==> src/sv/mtsvg_pkg.sv <==
// ----------------------------------------------------------------------------
// mtsvg_pkg
// Shared types and constants of the multi-target state vector gate unit.
// ----------------------------------------------------------------------------
package mtsvg_pkg;

    localparam int DATA_W         = 32;
    localparam int MAX_QUBITS_DEF = 10;
    localparam int FRAC_BITS_DEF  = 30;
    localparam int MAX_TARGETS    = 3;
    localparam int IDX_W          = 10;
    localparam int MAT_AW         = 6;
    localparam int MAT_DEPTH      = 64;
    localparam int DIM_W          = 3;
    localparam int QC_W           = 4;
    localparam int TC_W           = 2;
    localparam int TGT_W          = 4;
    localparam int CFG_IDX_W      = 3;
    localparam int CFG_DATA_W     = 4;

    localparam logic [CFG_IDX_W-1:0] CFG_QUBITS = 3'd0;
    localparam logic [CFG_IDX_W-1:0] CFG_TCOUNT = 3'd1;
    localparam logic [CFG_IDX_W-1:0] CFG_TGT0   = 3'd2;
    localparam logic [CFG_IDX_W-1:0] CFG_TGT1   = 3'd3;
    localparam logic [CFG_IDX_W-1:0] CFG_TGT2   = 3'd4;

    typedef enum logic [1:0] {
        OP_LOAD_AMP = 2'd0,
        OP_LOAD_MAT = 2'd1,
        OP_APPLY    = 2'd2,
        OP_READ_AMP = 2'd3
    } op_t;

    typedef enum logic [1:0] {
        ST_OK     = 2'd0,
        ST_RANGE  = 2'd1,
        ST_TARGET = 2'd2
    } status_t;

    // product selection: matrix part times buffer part
    typedef enum logic [1:0] {
        MS_RR = 2'd0,
        MS_II = 2'd1,
        MS_RI = 2'd2,
        MS_IR = 2'd3
    } mul_sel_t;

    typedef struct packed {
        logic                 amp_rd;
        logic                 amp_wr_load;
        logic                 amp_wr_acc;
        logic                 gather;
        logic [DIM_W-1:0]     buf_idx;
        logic                 mat_rd;
        logic                 mat_wr;
        logic                 mul_en;
        mul_sel_t             mul_sel;
        logic [DIM_W-1:0]     col;
        logic                 acc_clr;
        logic                 res_valid;
        logic                 res_read;
        status_t              res_status;
    } dp_cmd_t;

endpackage

==> src/sv/mtsvg_ctrl.sv <==
// ----------------------------------------------------------------------------
// mtsvg_ctrl
// Controller: configuration registers, item decode, target checks and the
// sequencer that walks base indices, gathers, multiplies and writes back.
// ----------------------------------------------------------------------------
module mtsvg_ctrl #(
    parameter int MAX_QUBITS = mtsvg_pkg::MAX_QUBITS_DEF
) (
    input  logic                                  clk,
    input  logic                                  rst_n,
    input  logic                                  start,
    output logic                                  busy,
    input  logic [1:0]                            op,
    input  logic [mtsvg_pkg::IDX_W-1:0]           index,
    input  logic                                  cfg_valid,
    output logic                                  cfg_ready,
    input  logic [mtsvg_pkg::CFG_IDX_W-1:0]       cfg_index,
    input  logic [mtsvg_pkg::CFG_DATA_W-1:0]      cfg_data,
    output mtsvg_pkg::dp_cmd_t                    cmd,
    output logic [MAX_QUBITS-1:0]                 amp_addr,
    output logic [mtsvg_pkg::MAT_AW-1:0]          mat_addr
);
    import mtsvg_pkg::*;

    localparam int AW = MAX_QUBITS;
    localparam int NW = $clog2(MAX_QUBITS + 1);

    typedef enum logic [2:0] {
        S_IDLE,
        S_GATHER,
        S_GWAIT,
        S_MREAD,
        S_MUL,
        S_DRAIN,
        S_WB
    } state_t;

    state_t            state_reg, state_next;
    logic [QC_W-1:0]   qc_reg;
    logic [TC_W-1:0]   tc_reg;
    logic [TGT_W-1:0]  t0_reg, t1_reg, t2_reg;
    logic [TGT_W-1:0]  srt_reg [MAX_TARGETS];
    logic [TGT_W-1:0]  srt_next [MAX_TARGETS];
    logic [AW-1:0]     s_reg, s_next;
    logic [AW-1:0]     smax_reg, smax_next;
    logic [DIM_W-1:0]  dmax_reg, dmax_next;
    logic [DIM_W-1:0]  y_reg, y_next;
    logic [DIM_W-1:0]  j_reg, j_next;
    logic [1:0]        p_reg, p_next;

    logic [NW-1:0]     n_eff;
    logic              amp_oob;
    logic              mat_oob;
    logic              tgt_bad;
    logic              use1, use2;
    logic [TGT_W-1:0]  lo01, hi01, mid_a, mid_b;
    logic [AW-1:0]     base;
    logic [AW-1:0]     low;
    logic [AW-1:0]     mask_y;
    logic              accept;

    assign cfg_ready = 1'b1;
    assign busy      = (state_reg != S_IDLE);
    assign accept    = start && !busy;

    assign n_eff   = (int'(qc_reg) > MAX_QUBITS) ? NW'(MAX_QUBITS) : NW'(qc_reg);
    assign amp_oob = (index >> n_eff) != '0;
    assign mat_oob = index[IDX_W-1:MAT_AW] != '0;
    assign use1    = tc_reg >= 2'd2;
    assign use2    = tc_reg == 2'd3;

    always_comb
    begin
        tgt_bad = (tc_reg == '0) || (int'(tc_reg) > MAX_TARGETS) ||
                  (int'(tc_reg) > int'(n_eff)) || (int'(t0_reg) >= int'(n_eff));
        if (use1 && ((int'(t1_reg) >= int'(n_eff)) || (t1_reg == t0_reg)))
            tgt_bad = 1'b1;
        if (use2 && ((int'(t2_reg) >= int'(n_eff)) || (t2_reg == t0_reg) ||
                     (t2_reg == t1_reg)))
            tgt_bad = 1'b1;
    end

    always_comb
    begin
        lo01  = (t0_reg < t1_reg) ? t0_reg : t1_reg;
        hi01  = (t0_reg < t1_reg) ? t1_reg : t0_reg;
        mid_a = (lo01 < t2_reg) ? t2_reg : lo01;
        mid_b = (hi01 < mid_a) ? hi01 : mid_a;
        for (int i = 0; i < MAX_TARGETS; i++)
            srt_next[i] = srt_reg[i];
        if (accept && op == OP_APPLY)
        begin
            if (use2)
            begin
                srt_next[0] = (lo01 < t2_reg) ? lo01 : t2_reg;
                srt_next[1] = mid_b;
                srt_next[2] = (hi01 < mid_a) ? mid_a : hi01;
            end
            else
            begin
                srt_next[0] = use1 ? lo01 : t0_reg;
                srt_next[1] = hi01;
                srt_next[2] = t2_reg;
            end
        end
    end

    always_comb
    begin
        base = s_reg;
        for (int j = 0; j < MAX_TARGETS; j++)
        begin
            low = (AW'(1) << srt_reg[j]) - AW'(1);
            if (j < int'(tc_reg))
                base = (base & low) | ((base & ~low) << 1);
        end
        mask_y = '0;
        if (y_reg[0])
            mask_y = mask_y | (AW'(1) << t0_reg);
        if (y_reg[1])
            mask_y = mask_y | (AW'(1) << t1_reg);
        if (y_reg[2])
            mask_y = mask_y | (AW'(1) << t2_reg);
    end

    always_comb
    begin
        state_next = state_reg;
        s_next     = s_reg;
        smax_next  = smax_reg;
        dmax_next  = dmax_reg;
        y_next     = y_reg;
        j_next     = j_reg;
        p_next     = p_reg;
        cmd        = '0;
        cmd.res_status = ST_OK;
        cmd.mul_sel    = mul_sel_t'(p_reg);
        cmd.col        = j_reg;
        cmd.buf_idx    = y_reg;
        amp_addr   = base ^ mask_y;
        mat_addr   = {y_reg, j_reg};
        unique case (state_reg)
            S_IDLE:
            begin
                amp_addr = AW'(index);
                mat_addr = index[MAT_AW-1:0];
                if (accept)
                begin
                    unique case (op_t'(op))
                        OP_LOAD_AMP:
                        begin
                            cmd.res_valid   = 1'b1;
                            cmd.res_status  = amp_oob ? ST_RANGE : ST_OK;
                            cmd.amp_wr_load = !amp_oob;
                        end
                        OP_LOAD_MAT:
                        begin
                            cmd.res_valid  = 1'b1;
                            cmd.res_status = mat_oob ? ST_RANGE : ST_OK;
                            cmd.mat_wr     = !mat_oob;
                        end
                        OP_READ_AMP:
                        begin
                            cmd.res_valid  = 1'b1;
                            cmd.res_status = amp_oob ? ST_RANGE : ST_OK;
                            cmd.amp_rd     = !amp_oob;
                            cmd.res_read   = !amp_oob;
                        end
                        OP_APPLY:
                        begin
                            if (tgt_bad)
                            begin
                                cmd.res_valid  = 1'b1;
                                cmd.res_status = ST_TARGET;
                            end
                            else
                            begin
                                cmd.acc_clr = 1'b1;
                                s_next      = '0;
                                y_next      = '0;
                                smax_next   = AW'((32'd1 << (n_eff - NW'(tc_reg))) - 32'd1);
                                dmax_next   = DIM_W'((4'd1 << tc_reg) - 4'd1);
                                state_next  = S_GATHER;
                            end
                        end
                        default: ;
                    endcase
                end
            end
            S_GATHER:
            begin
                cmd.amp_rd = 1'b1;
                cmd.gather = 1'b1;
                if (y_reg == dmax_reg)
                    state_next = S_GWAIT;
                else
                    y_next = y_reg + 1'b1;
            end
            S_GWAIT:
            begin
                y_next     = '0;
                j_next     = '0;
                state_next = S_MREAD;
            end
            S_MREAD:
            begin
                cmd.mat_rd = 1'b1;
                p_next     = '0;
                state_next = S_MUL;
            end
            S_MUL:
            begin
                cmd.mul_en = 1'b1;
                p_next     = p_reg + 1'b1;
                if (p_reg == 2'd3)
                begin
                    if (j_reg == dmax_reg)
                        state_next = S_DRAIN;
                    else
                    begin
                        j_next     = j_reg + 1'b1;
                        state_next = S_MREAD;
                    end
                end
            end
            S_DRAIN:
            begin
                state_next = S_WB;
            end
            S_WB:
            begin
                cmd.amp_wr_acc = 1'b1;
                cmd.acc_clr    = 1'b1;
                j_next         = '0;
                if (y_reg == dmax_reg)
                begin
                    y_next = '0;
                    if (s_reg == smax_reg)
                    begin
                        cmd.res_valid = 1'b1;
                        state_next    = S_IDLE;
                    end
                    else
                    begin
                        s_next     = s_reg + 1'b1;
                        state_next = S_GATHER;
                    end
                end
                else
                begin
                    y_next     = y_reg + 1'b1;
                    state_next = S_MREAD;
                end
            end
            default: state_next = S_IDLE;
        endcase
    end

    always_ff @(posedge clk or negedge rst_n)
    begin
        if (!rst_n)
        begin
            state_reg <= S_IDLE;
            qc_reg    <= QC_W'(10);
            tc_reg    <= TC_W'(1);
            t0_reg    <= TGT_W'(0);
            t1_reg    <= TGT_W'(1);
            t2_reg    <= TGT_W'(2);
            s_reg     <= '0;
            smax_reg  <= '0;
            dmax_reg  <= '0;
            y_reg     <= '0;
            j_reg     <= '0;
            p_reg     <= '0;
            for (int i = 0; i < MAX_TARGETS; i++)
                srt_reg[i] <= '0;
        end
        else
        begin
            state_reg <= state_next;
            s_reg     <= s_next;
            smax_reg  <= smax_next;
            dmax_reg  <= dmax_next;
            y_reg     <= y_next;
            j_reg     <= j_next;
            p_reg     <= p_next;
            for (int i = 0; i < MAX_TARGETS; i++)
                srt_reg[i] <= srt_next[i];
            if (cfg_valid && cfg_ready)
            begin
                unique case (cfg_index)
                    CFG_QUBITS: qc_reg <= cfg_data[QC_W-1:0];
                    CFG_TCOUNT: tc_reg <= cfg_data[TC_W-1:0];
                    CFG_TGT0:   t0_reg <= cfg_data[TGT_W-1:0];
                    CFG_TGT1:   t1_reg <= cfg_data[TGT_W-1:0];
                    CFG_TGT2:   t2_reg <= cfg_data[TGT_W-1:0];
                    default: ;
                endcase
            end
        end
    end

endmodule

==> config.mk <==
export PLATFORM = sky130hd
export DESIGN_NAME = mtsvg_ctrl
export DESIGN_NICKNAME = d
export VERILOG_FILES = /design/src/sv/mtsvg_pkg.sv /design/src/sv/mtsvg_ctrl.sv
export SDC_FILE = /design/constraint.sdc
export NUM_CORES = 1
export LEC_CHECK = 0
export BUFFER_PORTS_ARGS = -buffer_cell sky130_fd_sc_hd__buf_2
export CAP_MARGIN = 10
export CORE_MARGIN = 5
export CORE_UTILIZATION = 60
export DETAILED_ROUTE_END_ITERATION = 12
export PLACE_DENSITY = 0.87
export SLEW_MARGIN = 20
export SYNTH_ARGS = -nofsm -noshare
export SYNTH_HDL_FRONTEND = slang
export SYNTH_SLANG_ARGS = --single-unit
==> constraint.sdc <==
create_clock -name clk -period 5.6 [get_ports clk]
set_clock_uncertainty 0.1 [all_clocks]
set_input_delay 0.28 -clock clk [delete_from_list [all_inputs] [get_ports clk]]
set_output_delay 0.28 -clock clk [all_outputs]
set_load 0.05 [all_outputs]
==> metrics.md, run 1 <==
| Metric | Value |
|---|---|
| Cell-by-cell listing of the critical path | ha_1 > nor2b_1 > o21a_1 > o21a_1 > nor2_1 > mux2_2 > ha_1 > o21ai_0 > a21boi_0 > or2_2 > o21ai_1 > mux2i_1 > ha_1 > a21oi_1 > o21bai_1 > a31oi_1 > o21ai_1 > a311o_1 > a21oi_1 |
| Final period util | 93.0% |
| Post-synth top area share | 24.3% |
| Cell taking the most area after synthesis | sky130_fd_sc_hd__dfrtp_1 |
| Leading cell type by number of instances after synthesis | sky130_fd_sc_hd__nand2_1 |
| Number of distinct library cell variants in the gate-level netlist after synthesis | 77 |
| Reg-to-reg critical path startpoint | t0_reg[1]$_DFFE_PN0P_ |
| Worst Max-Slew Pin Slew | 1.12 ns |
| Post-Synthesis Net Count | 845 |
| FF-to-FF setup slack | 0.39 ns |
| Number of synthesized flops with an enable pin | 0 |
| CTS root buffer | sky130_fd_sc_hd__clkbuf_8 |
| Status | finished, violations left |
| Post-route antenna net violation count | 0 |
| Tightest hold margin | -0.0277 ns |
| X dimension of the die | 111 um |
| Overall fraction of global-route tracks in use | 29.3% |
| Standard cell core area | 0.00982 sq mm |
| Die footprint | 0.0122 sq mm |
| Summed negative setup slack over all endpoints | 0 ns |
| Routability congestion estimate | 0.981 |
| Crit end category | flop |
| Port Buffers | 59 |
| Post-route non-filler standard cell count | 944 |
| Layout-stage area growth over the synthesis result | 8.31% |
| Layout cell share with drive strength beyond 1 | 13.4% |
| Total instance count after detailed placement | 928 |
| Number of buffers inserted to repair setup after CTS | 0 |
| Uppermost routed layer | met4 |
| Time the worst path needs with I/O delays and setup | 5.21 ns |
| Remaining global-route overflow | 0 |
| Global-route wire length before repair | 29,700 um |
| Violated checks | negative hold slack |
| Number of DRC markers in iteration 0 | 506 |
| Worst-path clk slew | 0.08 ns |
| Filler cell count | 816 |
| Most used flip-flop cell after synthesis | sky130_fd_sc_hd__dfrtp_1 |
| CP Max Fanout | 13 |
| Power consumption | 1.91 mW |
| Number of pins exceeding their max-slew limit in the final report | 0 |
| Initial antenna violation count | 0 |
| Length in cells of the worst reg-to-reg path | 19 |
| Via-to-Cell Ratio | 6.57 |
| Number of core rows | 36 |
| Total power per unit cell area | 291 mW/mm^2 |
| Detailed-route via count | 6,200 |
| Resized cells post-CTS | 0 |
| Slowest Stage Delay on Critical Path | 0.62 ns |
| R2R Path End | srt_reg[2]$_DFFE_PN0P_ |
| Max transition margin | 24.8% |
| Mean cell area of the mapped netlist | 7.79 sq um |
| Share of the core filled with cells in the final layout | 66.9% |
| Leading post-synthesis cells by cell area | sky130_fd_sc_hd__dfrtp_1, sky130_fd_sc_hd__ha_1, sky130_fd_sc_hd__nand2_1 |
| Endpoint required time on the critical path | 5.78 ns |
| Number of top-level pins | 61 |
| DRT Pass-1 Iters | 5 |
| Routed wl met2 | 8670 um |
| Vertical die dimension | 111 um |
| Met1 Wirelength | 7460 um |
| Critical Path Source Type | flop |
| Post-detailed-route DRC marker count | 0 |
| Hold buffer count at CTS | 0 |
| Later-pin clock latency in the skew report | 0.36 ns |
| Critical Path Slowest Stage Cell | sky130_fd_sc_hd__dfrtp_1 |
| TritonCTS clock tree | yes |
| Cell mode on critical path | sky130_fd_sc_hd__ha_1 |
| Detailed Place HPWL | 13,900 um |
| Maximum number of pins on one net before global-route repair | 65 |
| Post-synthesis instance total | 779 |
| Static leakage | 3.05 nW |
| Antenna diode instance count | 0 |
| Via count of the first global-routing pass | 5,994 |
| Number of warnings issued by yosys | 0 |
| Synth Register Bits | 64 |
| Detailed route wirelength on metal3 | 1520 um |
| Wire length after detailed routing | 18,300 um |
| Worst Path Arrival | 5.39 ns |
| CTS max path bufs | 2 |
| Highest ir drop seen on vdd | 0.227 mV |
| Synth async-reset ratio | 100% |
| Number of flip-flops under the largest register name | 12 |
| Final Hold Violating Endpoints | 10 |
| Maximum clock rate | 192 MHz |
| Crit Path Category | reg2reg |
| Average detailed-routed wire length per instance | 19.4 um |
| Nets | 872 |
| Number of violations of the max-capacitance limit | 0 |
| Number of sinks driven by the clock tree | 64 |
| Cell types with the highest counts after synthesis | sky130_fd_sc_hd__nand2_1, sky130_fd_sc_hd__nor2_1, sky130_fd_sc_hd__dfrtp_1 |
| Setup repair after global routing missed its margin | no |
| Netlist area before placement | 0.00607 sq mm |
| Starting Density | 61.8% |
| Number of H-tree levels | 3 |
| Setup violation total in the final timing report | 0 |
| Type of the worst min-delay path | in2async |
| Portion of the post-synthesis area used by sequential elements | 26.5% |
| Number of clock buffers inserted by TritonCTS | 9 |
-- how the worst max path moves through the flow --
stage / start / endpoint / slack [ns]
final: t0_reg[1]$_DFFE_PN0P_ / srt_reg[2]$_DFFE_PN0P_ / 0.39
after global routing: t0_reg[1]$_DFFE_PN0P_ / srt_reg[2]$_DFFE_PN0P_ / 0.06
after CTS: t1_reg[1]$_DFFE_PN0P_ / srt_reg[2]$_DFFE_PN0P_ / 0.33
after detailed placement: t1_reg[1]$_DFFE_PN0P_ / srt_reg[2]$_DFFE_PN0P_ / 0.38
after global placement: t1_reg[1]$_DFFE_PN0P_ / srt_reg[2]$_DFFE_PN0P_ / 0.66
after floorplan: t1_reg[1]$_DFFE_PN0P_ / srt_reg[2]$_DFFE_PN0P_ / 0.97
-- critical path, delay by kind of cell, from the launching register on --
kind / cells / cell delay [ns]
adder cells (fa/ha/maj): 3 / 0.92
multiplexers: 2 / 0.77
flip-flops: 1 / 0.62
AND/OR/NAND/NOR: 3 / 0.77
AO/OA/AOI/OAI: 11 / 1.95
-- report_power, final --
group          total, mW  internal, mW  switching (mW)
sequential         0.590         0.497          0.0927
combinational      0.854         0.315           0.539
clock              0.468         0.255           0.213
total               1.91          1.07           0.845
-- per-layer routing --
metal / vias up / global-route usage (%)
li1: 2828 / -
met1: 2923 / 38.3
met2: 380 / 48.8
met3: 69 / 4.38
met4: 0 / 11.0
met5: - / 0
-- through the flow --
stage	area [sq um]	hold slack [ns]	setup WS [ns]
final	6570	-0.0277	0.390
after global routing	6570	0.0519	0.0648
after CTS	6570	0.0212	0.328
after detailed placement	6340	0.402	0.378
after global placement	6340	0.391	0.656
after floorplan	6070	-0.116	0.967
-- final cells by class --
type | count | area [sq um] | area share, %
Tap cell | 133 | 166 | 2.53
Inverter | 45 | 169 | 2.57
Clock buffer | 9 | 124 | 1.89
Sequential cell | 64 | 1610 | 24.5
Clock inverter | 7 | 103 | 1.56
Multi-Input combinational cell | 625 | 4090 | 62.2
Timing Repair Buffer | 61 | 310 | 4.72
-- cells by family after synthesis --
group,after synthesis,synth area share [%]
flops,64,26.5
simple gates,300,23.1
other cells,1,0.0618
mux,36,6.37
fa+ha+maj,43,8.99
xor+xnor,49,7.08
buf+inv,90,6.08
compound gates,196,21.8
-- layout by cell type (no fill, tap or decap), drive strengths merged, types with 4 or more instances in the layout --
master	instances
and2	9
o211ai	7
ha	42
clkbuf	9
inv	46
or2	4
dfstp	5
mux2	21
dfrtp	59
mux2i	15
nor2	82
a22oi	4
xnor2	25
o21a	4
or3	6
nor3	20
nor2b	7
o22ai	16
nand2b	10
a311oi	7
nand2	108
a32oi	8
nor4	5
nand3b	6
nand4	5
a21o	8
o21ai	50
a21oi	34
and3	6
nor4b	4
o21bai	7
xor2	24
nand3	23
a31oi	7
o31ai	8
buf	61
Note: power is estimated with default switching activity, not from simulation.
==> inputs of run 2 (changes only) <==
--- a/config.mk
+++ b/config.mk
@@ -5,6 +5,7 @@
 export SDC_FILE = /design/constraint.sdc
 export NUM_CORES = 1
 export LEC_CHECK = 0
+export ABC_AREA = 1
 export BUFFER_PORTS_ARGS = -buffer_cell sky130_fd_sc_hd__buf_2
 export CAP_MARGIN = 10
 export CORE_MARGIN = 5
==> metrics.md, run 2 <==
| Metric | Value |
|---|---|
| Number of distinct library cell variants in the gate-level netlist after synthesis | 58 (-25%) |
| Detailed Place HPWL | 12,900 um (-7.0%) |
| Met1 capacity usage during global routing | 37.4% (-0.86 points) |
| Number of DRC markers in iteration 0 | 400 (-21%) |
| Reg-to-reg critical path startpoint | t0_reg[3]$_DFFE_PN0P_ |
| Post-route non-filler standard cell count | 1,069 (+13%) |
| Portion of the post-synthesis area used by sequential elements | 26.8% (+0.32 points) |
| Fraction of met3 tracks used by global routing | 5.34% (+0.97 points) |
| Most common cell after layout, fill and taps aside | sky130_fd_sc_hd__nand2_1 |
| Type of the worst min-delay path | in2async |
| Antenna diode instance count | 0 (unchanged) |
| Number of top-level pins | 61 (unchanged) |
| Mean cell area of the mapped netlist | 6.77 sq um (-13%) |
| Number of clock buffers inserted by TritonCTS | 9 (unchanged) |
| Layout cell share with drive strength beyond 1 | 14.4% (+0.98 points) |
| Power consumption | 3.21 mW (+68%) |
| Number of flip-flops under the largest register name | 12 (unchanged) |
| Setup ws final | 1.65 ns (+1.26 ns) |
| Crit Path Category | reg2reg |
| Synth Register Bits | 64 (unchanged) |
| Static leakage | 3.20 nW (+4.9%) |
| Setup repair after global routing missed its margin | no |
| DRT Pass-1 Iters | 7 (+2) |
| Post-Synthesis Net Count | 952 (+13%) |
| Endpoint required time on the critical path | 5.77 ns (about the same) |
| Crit end category | flop |
| Routability congestion estimate | 0.987 (+0.61%) |
| Minimum setup slack after placement | 1.71 ns (+1.33 ns) |
| Global-route layer with the greatest usage | met2 |
| Number of sinks driven by the clock tree | 64 (unchanged) |
| Overall fraction of global-route tracks in use | 29.0% (-0.23 points) |
| Share of the core filled with cells in the final layout | 66.9% (about the same) |
| Worst Max-Slew Pin Slew | 0.823 ns (-0.301 ns) |
| Critical Path Slowest Stage Cell | sky130_fd_sc_hd__dfrtp_1 |
| CTS root buffer | sky130_fd_sc_hd__clkbuf_8 |
| Cell area after placement | 0.00631 sq mm (-0.51%) |
| Die footprint | 0.0121 sq mm (-1.1%) |
| Number of H-tree levels | 3 (unchanged) |
| Starting Density | 61.3% (-0.44 points) |
| Final period util | 70.5% (-23 points) |
| CP Max Fanout | 11 (-2) |
| Nets | 997 (+14%) |
| Average detailed-routed wire length per instance | 15.6 um (-20%) |
| Total power per unit cell area | 490 mW/mm^2 (+68%) |
| Leading cell type by number of instances after synthesis | sky130_fd_sc_hd__nand2_1 |
| Vertical die dimension | 110 um (-0.53%) |
| Multi-input gate area | 0.00371 sq mm (-9.3%) |
| Summed negative setup slack over all endpoints | 0 ns (unchanged) |
| Tightest hold margin | -0.0171 ns (+0.0105 ns) |
| Worst Path Arrival | 4.12 ns (-1.27 ns) |
| Cell taking the most area after synthesis | sky130_fd_sc_hd__dfrtp_1 |
| Post-synth top area share | 24.6% (+0.29 points) |
| Post-detailed-route DRC marker count | 0 (unchanged) |
| Layout-stage area growth over the synthesis result | 9.10% |
| Cell-by-cell listing of the critical path | inv_1 > ha_1 > inv_1 > a21oi_2 > nand2_1 > o21ai_0 > ha_1 > nand2_1 > inv_1 > nand2_2 > nand2_2 > nor2_1 > a21oi_2 > ha_1 > a21oi_1 > nand2_4 > nand2_1 > nand3_1 > a21oi_1 |
| Post-synthesis instance total | 886 (+14%) |
| Initial antenna violation count | 0 (unchanged) |
| Detailed-route via count | 6,104 (-1.5%) |
| Final Hold Violating Endpoints | 10 (unchanged) |
| Commonest cells after routing, fill and taps aside | sky130_fd_sc_hd__nand2_1, sky130_fd_sc_hd__inv_1, sky130_fd_sc_hd__nor2_1, sky130_fd_sc_hd__dfrtp_1, sky130_fd_sc_hd__buf_2 |
| X dimension of the die | 110 um (-0.53%) |
| Most used flip-flop cell after synthesis | sky130_fd_sc_hd__dfrtp_1 |
| CP Buf/Inv Count | 3 (+3) |
| Hold buffer count at CTS | 0 (unchanged) |
| Leading post-synthesis cells by cell area | sky130_fd_sc_hd__dfrtp_1, sky130_fd_sc_hd__nand2_1, sky130_fd_sc_hd__ha_1 |
| Number of violations of the max-capacitance limit | 0 (unchanged) |
| Critical Path Source Type | flop |
| Time the worst path needs with I/O delays and setup | 3.95 ns (-1.26 ns) |
| R2R Path End | srt_reg[0]$_DFFE_PN0P_ |
| Resized cells post-CTS | 0 (unchanged) |
| Slowest Stage Delay on Critical Path | 0.58 ns (-0.04 ns) |
| Number of warnings issued by yosys | 0 (unchanged) |
| Via-to-Cell Ratio | 5.71 (-13%) |
| Post-route antenna net violation count | 0 (unchanged) |
| Violated checks | negative hold slack |
| Via count of the first global-routing pass | 5,821 (-2.9%) |
| Later-pin clock latency in the skew report | 0.36 ns (about the same) |
| Highest ir drop seen on vdd | 0.304 mV (+34%) |
| Standard cell core area | 0.00977 sq mm (-0.46%) |
| Final cell area excluding filler cells | 0.00654 sq mm (-0.46%) |
| Number of pins exceeding their max-slew limit in the final report | 0 (unchanged) |
| Length in cells of the worst reg-to-reg path | 19 (unchanged) |
| Wire length after detailed routing | 16,700 um (-8.9%) |
| Sequential Area | 0.00161 sq mm (about the same) |
| Kind of cell with the highest combined delay on the critical path | compound AO/OA/AOI/OAI gates |
| Number of synthesized flops with an enable pin | 0 (unchanged) |
| Total instance count after detailed placement | 1,053 (+13%) |
| Number of core rows | 36 (unchanged) |
| Filler cell count | 897 (+9.9%) |
| Worst-path clk slew | 0.07 ns (about the same) |
| FF-to-FF setup slack | 1.65 ns (+1.26 ns) |
| Global-route wire length before repair | 27,400 um (-7.9%) |
| CTS max path bufs | 2 (unchanged) |
| Met2 Track Usage GR | 48.1% (-0.69 points) |
| Number of buffers inserted to repair setup after CTS | 0 (unchanged) |
| Netlist area before placement | 0.00599 sq mm (-1.2%) |
| Max transition margin | 45.1% (+20 points) |
| Port Buffers | 59 (unchanged) |
| TritonCTS clock tree | yes |
| Setup violation total in the final timing report | 0 (unchanged) |
| Maximum number of pins on one net before global-route repair | 65 (unchanged) |
| Synth async-reset ratio | 100% (unchanged) |
| Maximum clock rate | 253 MHz (+32%) |
| Cell types with the highest counts after synthesis | sky130_fd_sc_hd__nand2_1, sky130_fd_sc_hd__inv_1, sky130_fd_sc_hd__nor2_1 |
| Remaining global-route overflow | 0 (unchanged) |
| Status | finished, violations left |
==> run 2: worst register-to-register path, cell delays in order (launching register included) <==
cell	delay [ns]
sky130_fd_sc_hd__dfrtp_1	0.58
sky130_fd_sc_hd__inv_1	0.12
sky130_fd_sc_hd__ha_1	0.31
sky130_fd_sc_hd__inv_1	0.05
sky130_fd_sc_hd__a21oi_2	0.13
sky130_fd_sc_hd__nand2_1	0.20
sky130_fd_sc_hd__o21ai_0	0.51
sky130_fd_sc_hd__ha_1	0.34
sky130_fd_sc_hd__nand2_1	0.06
sky130_fd_sc_hd__inv_1	0.04
sky130_fd_sc_hd__nand2_2	0.07
sky130_fd_sc_hd__nand2_2	0.13
sky130_fd_sc_hd__nor2_1	0.15
sky130_fd_sc_hd__a21oi_2	0.06
sky130_fd_sc_hd__ha_1	0.21
sky130_fd_sc_hd__a21oi_1	0.37
sky130_fd_sc_hd__nand2_4	0.13
sky130_fd_sc_hd__nand2_1	0.09
sky130_fd_sc_hd__nand3_1	0.08
sky130_fd_sc_hd__a21oi_1	0.16
==> run 2: routing by layer <==
metal | up-vias | part of all wire, %
met5 | - | 0
met2 | 218 | 47
met4 | 0 | 3.6
met1 | 2828 | 43
met3 | 54 | 6.4
li1 | 3004 | -
==> run 2: power by group <==
part	total, mW	internal [mW]	switching (mW)
Combinational	1.87	0.592	1.28
Clock	0.464	0.274	0.190
Sequential	0.870	0.622	0.248
==> run 2: kinds of logic (layout without fill, tap and decap cells) <==
| family | after synthesis | count (layout) | share of synthesized area (%) |
|---|---|---|---|
| AND/OR/NAND/NOR | 402 | 402 | 29.9 |
| AO/OA/AOI/OAI | 180 | 180 | 17.8 |
| buffers and inverters | 164 | 214 | 11.3 |
| flip-flops | 64 | 64 | 26.8 |
| adder cells (fa/ha/maj) | 43 | 43 | 9.10 |
| XOR/XNOR | 32 | 32 | 4.99 |
| other | 1 | 1 | 0.0626 |
==> run 2: worst max-delay path by stage <==
stage          slack [ns]                  start  cells past startpoint                      to
2_1_floorplan        2.07  t0_reg[3]$_DFFE_PN0P_                     23  srt_reg[5]$_DFFE_PN0P_
5_1_grt              1.17  t0_reg[3]$_DFFE_PN0P_                     19  srt_reg[0]$_DFFE_PN0P_
4_1_cts              1.67  t0_reg[3]$_DFFE_PN0P_                     19  srt_reg[0]$_DFFE_PN0P_
3_3_place_gp         1.91  t0_reg[3]$_DFFE_PN0P_                     20  srt_reg[5]$_DFFE_PN0P_
6_report             1.65  t0_reg[3]$_DFFE_PN0P_                     19  srt_reg[0]$_DFFE_PN0P_
3_5_place_dp         1.71  t0_reg[3]$_DFFE_PN0P_                     20  srt_reg[5]$_DFFE_PN0P_
==> run 2: area by class of cell <==
type / instances / share of cell area, %
Timing Repair Buffer: 61 / 4.74
Inverter: 137 / 7.90
Clock inverter: 5 / 1.21
Multi-Input combinational cell: 658 / 56.7
Sequential cell: 64 / 24.6
Tap cell: 133 / 2.54
Clock buffer: 11 / 2.31
==> inputs of run 3 (changes only) <==
==> constraint.sdc (replaced) <==
create_clock -name clk -period 4.1 [get_ports clk]
set_clock_uncertainty 0.1 [all_clocks]
set_input_delay 0.205 -clock clk [delete_from_list [all_inputs] [get_ports clk]]
set_output_delay 0.205 -clock clk [all_outputs]
set_load 0.05 [all_outputs]
==> metrics.md, run 3 (synthesized netlist as in run 2, its figures left out) <==
| Metric | Value |
|---|---|
| Layout cell share with drive strength beyond 1 | 14.8% (+0.33 points) |
| Kind of cell with the highest combined delay on the critical path | simple AND/OR/NAND/NOR gates |
| Number of H-tree levels | 3 (unchanged) |
| Maximum clock rate | 268 MHz |
| Average detailed-routed wire length per instance | 15.4 um (-0.99%) |
| Standard cell core area | 0.00977 sq mm (unchanged) |
| Met1 Wirelength | 7160 um (-0.72%) |
| Endpoint required time on the critical path | 3.80 ns (-1.97 ns) |
| CTS max path bufs | 2 (unchanged) |
| Vertical die dimension | 110 um (unchanged) |
| CP Max Fanout | 23 (+12) |
| R2R Path End | srt_reg[4]$_DFFE_PN0P_ |
| Port Buffers | 59 (unchanged) |
| Summed negative setup slack over all endpoints | 0 ns (unchanged) |
| Detailed route wirelength on metal3 | 1290 um (+21%) |
| Max transition margin | 48.9% (+3.7 points) |
| Time the worst path needs with I/O delays and setup | 3.73 ns |
| Highest ir drop seen on vdd | 0.426 mV (+40%) |
| Post-route antenna net violation count | 0 (unchanged) |
| Length in cells of the worst reg-to-reg path | 21 (+2) |
| Routed wl met2 | 7630 um (-1.8%) |
| Final Hold Violating Endpoints | 0 (-10) |
| Slowest Stage Delay on Critical Path | 0.44 ns (-0.14 ns) |
| TritonCTS clock tree | yes |
| Type of the worst min-delay path | in2reg |
| Detailed Place HPWL | 12,900 um (+0.32%) |
| Number of pins exceeding their max-slew limit in the final report | 0 (unchanged) |
| Later-pin clock latency in the skew report | 0.36 ns (about the same) |
| Commonest cells after routing, fill and taps aside | sky130_fd_sc_hd__nand2_1, sky130_fd_sc_hd__inv_1, sky130_fd_sc_hd__nor2_1, sky130_fd_sc_hd__dfrtp_1, sky130_fd_sc_hd__buf_2 |
| Layout-stage area growth over the synthesis result | 9.35% |
| Critical Path Slowest Stage Cell | sky130_fd_sc_hd__nor2_1 |
| Number of clock buffers inserted by TritonCTS | 9 (unchanged) |
| Number of flip-flops under the largest register name | 12 (unchanged) |
| Number of sinks driven by the clock tree | 64 (unchanged) |
| CP Buf/Inv Count | 2 (-1) |
| Overall fraction of global-route tracks in use | 28.8% (-0.22 points) |
| Number of core rows | 36 (unchanged) |
| Remaining global-route overflow | 0 (unchanged) |
| Crit end category | output pin |
| Worst min-delay path endpoint | qc_reg[3]$_DFFE_PN1P_ |
| FF-to-FF setup slack | 0.40 ns (-1.25 ns) |
| Number of buffers inserted to repair setup after CTS | 0 (unchanged) |
| Worst-path clk slew | 0.07 ns (about the same) |
| Number of violations of the max-capacitance limit | 0 (unchanged) |
| Die footprint | 0.0121 sq mm (unchanged) |
| Maximum number of pins on one net before global-route repair | 36 (-45%) |
| Number of DRC markers in iteration 0 | 466 (+17%) |
| Beginning of the worst hold path | cfg_data[3] |
| Power consumption | 4.32 mW (+35%) |
| Worst Path Arrival | 3.43 ns (-0.69 ns) |
| Global-route wire length before repair | 27,100 um (-1.2%) |
| Worst Max-Slew Pin Slew | 0.764 ns (-0.0590 ns) |
| Detailed-route via count | 6,167 (+1.0%) |
| Filler cell count | 898 (+0.11%) |
| Cell mode on critical path | sky130_fd_sc_hd__nand2_2 |
| Nets | 1,003 (+0.60%) |
| Setup repair after global routing missed its margin | no |
| Initial antenna violation count | 0 (unchanged) |
| Uppermost routed layer | met4 |
| Final period util | 91.1% |
| Via-to-Cell Ratio | 5.74 (+0.47%) |
| Static leakage | 3.21 nW (+0.31%) |
| DRT Pass-1 Iters | 7 (unchanged) |
| Most common cell after layout, fill and taps aside | sky130_fd_sc_hd__nand2_1 |
| Critical Path Source Type | flop |
| Total power per unit cell area | 659 mW/mm^2 (+34%) |
| Routability congestion estimate | 1.01 (+1.8%) |
| Status | finished clean |
| Depth of the worst hold-timing path | 3 |
| Antenna diode instance count | 0 (unchanged) |
| Reg-to-reg critical path startpoint | t1_reg[3]$_DFFE_PN0P_ |
| Number of top-level pins | 61 (unchanged) |
| X dimension of the die | 110 um (unchanged) |
| Via count of the first global-routing pass | 5,739 (-1.4%) |
| Starting Density | 61.3% (unchanged) |
| Post-detailed-route DRC marker count | 0 (unchanged) |
| Wire length after detailed routing | 16,600 um (-0.43%) |
| Tightest hold margin | 0.0563 ns (+0.0734 ns) |
| Cell-by-cell listing of the critical path | inv_2 > a21oi_1 > nor2_1 > ha_1 > a21boi_0 > o21a_1 > o21ai_0 > nand3_1 > a21oi_2 > nand2_2 > nor2_2 > nand2_2 > nand2_1 > buf_2 |
| Setup violation total in the final timing report | 0 (unchanged) |
| CTS root buffer | sky130_fd_sc_hd__clkbuf_8 |
| Crit Path Category | reg2out |
-- run 3: cell count changes in the layout (fill, tap and decap cells not counted), sizes merged --
cell         previous run  this run
buf                    61        66
bufinv                  2         1
clkbuf                 11        10
clkinv                  4         6
dlygate4sd3             0         1
-- run 3: report_power, final --
group          leakage [nW]  switching, mW  internal [mW]
registers             0.806          0.314          0.850
logic                  2.30           1.77          0.825
clock network         0.100          0.276          0.284
-- run 3: metal layers --
layer  vias up  track usage [%]
li1       3028                -
met1      2809             37.4
met2       281             46.5
met3        49             5.75
met4         0             12.5
met5         -                0
-- run 3: layout make-up --
type	instances	area, sq um	share of cell area [%]
Clock buffer	10	128	1.95
Clock inverter	6	70.1	1.07
Inverter	137	517	7.88
Multi-Input combinational cell	658	3710	56.6
Sequential cell	64	1610	24.5
Tap cell	133	166	2.54
Timing Repair Buffer	67	358	5.46
-- run 3: worst max-delay path by stage --
stage	from	to	slack [ns]	cells after the start
finish	qc_reg[3]$_DFFE_PN1P_	cmd[4]	0.37	14
global route	t1_reg[1]$_DFFE_PN0P_	srt_reg[6]$_DFFE_PN0P_	0.02	21
floorplan	t0_reg[3]$_DFFE_PN0P_	srt_reg[5]$_DFFE_PN0P_	0.57	23
CTS	t1_reg[1]$_DFFE_PN0P_	srt_reg[5]$_DFFE_PN0P_	0.28	21
detailed placement	t1_reg[1]$_DFFE_PN0P_	srt_reg[5]$_DFFE_PN0P_	0.31	21
global placement	t1_reg[3]$_DFFE_PN0P_	srt_reg[5]$_DFFE_PN0P_	0.49	20
-- run 3: worst register-to-register path, cell delays in order, from the launching register on --
cell and delay (ns):
sky130_fd_sc_hd__dfrtp_1 0.46, sky130_fd_sc_hd__inv_1 0.14, sky130_fd_sc_hd__ha_1 0.31, sky130_fd_sc_hd__nor2_1 0.15, sky130_fd_sc_hd__nand2_1 0.08, sky130_fd_sc_hd__nand2_1 0.24, sky130_fd_sc_hd__nand2_1 0.09, sky130_fd_sc_hd__o21ai_1 0.20
sky130_fd_sc_hd__ha_1 0.30, sky130_fd_sc_hd__nand2_1 0.07, sky130_fd_sc_hd__nand2_1 0.06, sky130_fd_sc_hd__nand2_2 0.07, sky130_fd_sc_hd__nand2_2 0.13, sky130_fd_sc_hd__nor2_1 0.16, sky130_fd_sc_hd__a21oi_2 0.07, sky130_fd_sc_hd__ha_1 0.19
sky130_fd_sc_hd__a21oi_1 0.36, sky130_fd_sc_hd__nand2_4 0.12, sky130_fd_sc_hd__nand2_2 0.10, sky130_fd_sc_hd__nand2_1 0.07, sky130_fd_sc_hd__nand3_1 0.08, sky130_fd_sc_hd__nand2_1 0.05
-- run 3: per-stage QoR --
| step | setup slack, ns | cell area, sq um | instances | utilization, % |
|---|---|---|---|---|
| after global placement | 0.493 | 6350 | 1058 | 64.9 |
| after global routing | 0.0152 | 6560 | 1075 | 67.1 |
| after detailed placement | 0.307 | 6350 | 1058 | 64.9 |
| after floorplan | 0.569 | 5990 | 886 | - |
| final | 0.365 | 6560 | 1075 | 67.1 |
| after CTS | 0.278 | 6560 | 1075 | 67.1 |
-- run 3: timing repair --
item	CTS	global route
setup endpoints to repair	0	6
endpoints found under the hold margin	24	0
hold buffers	1	0
resized for setup	0	2
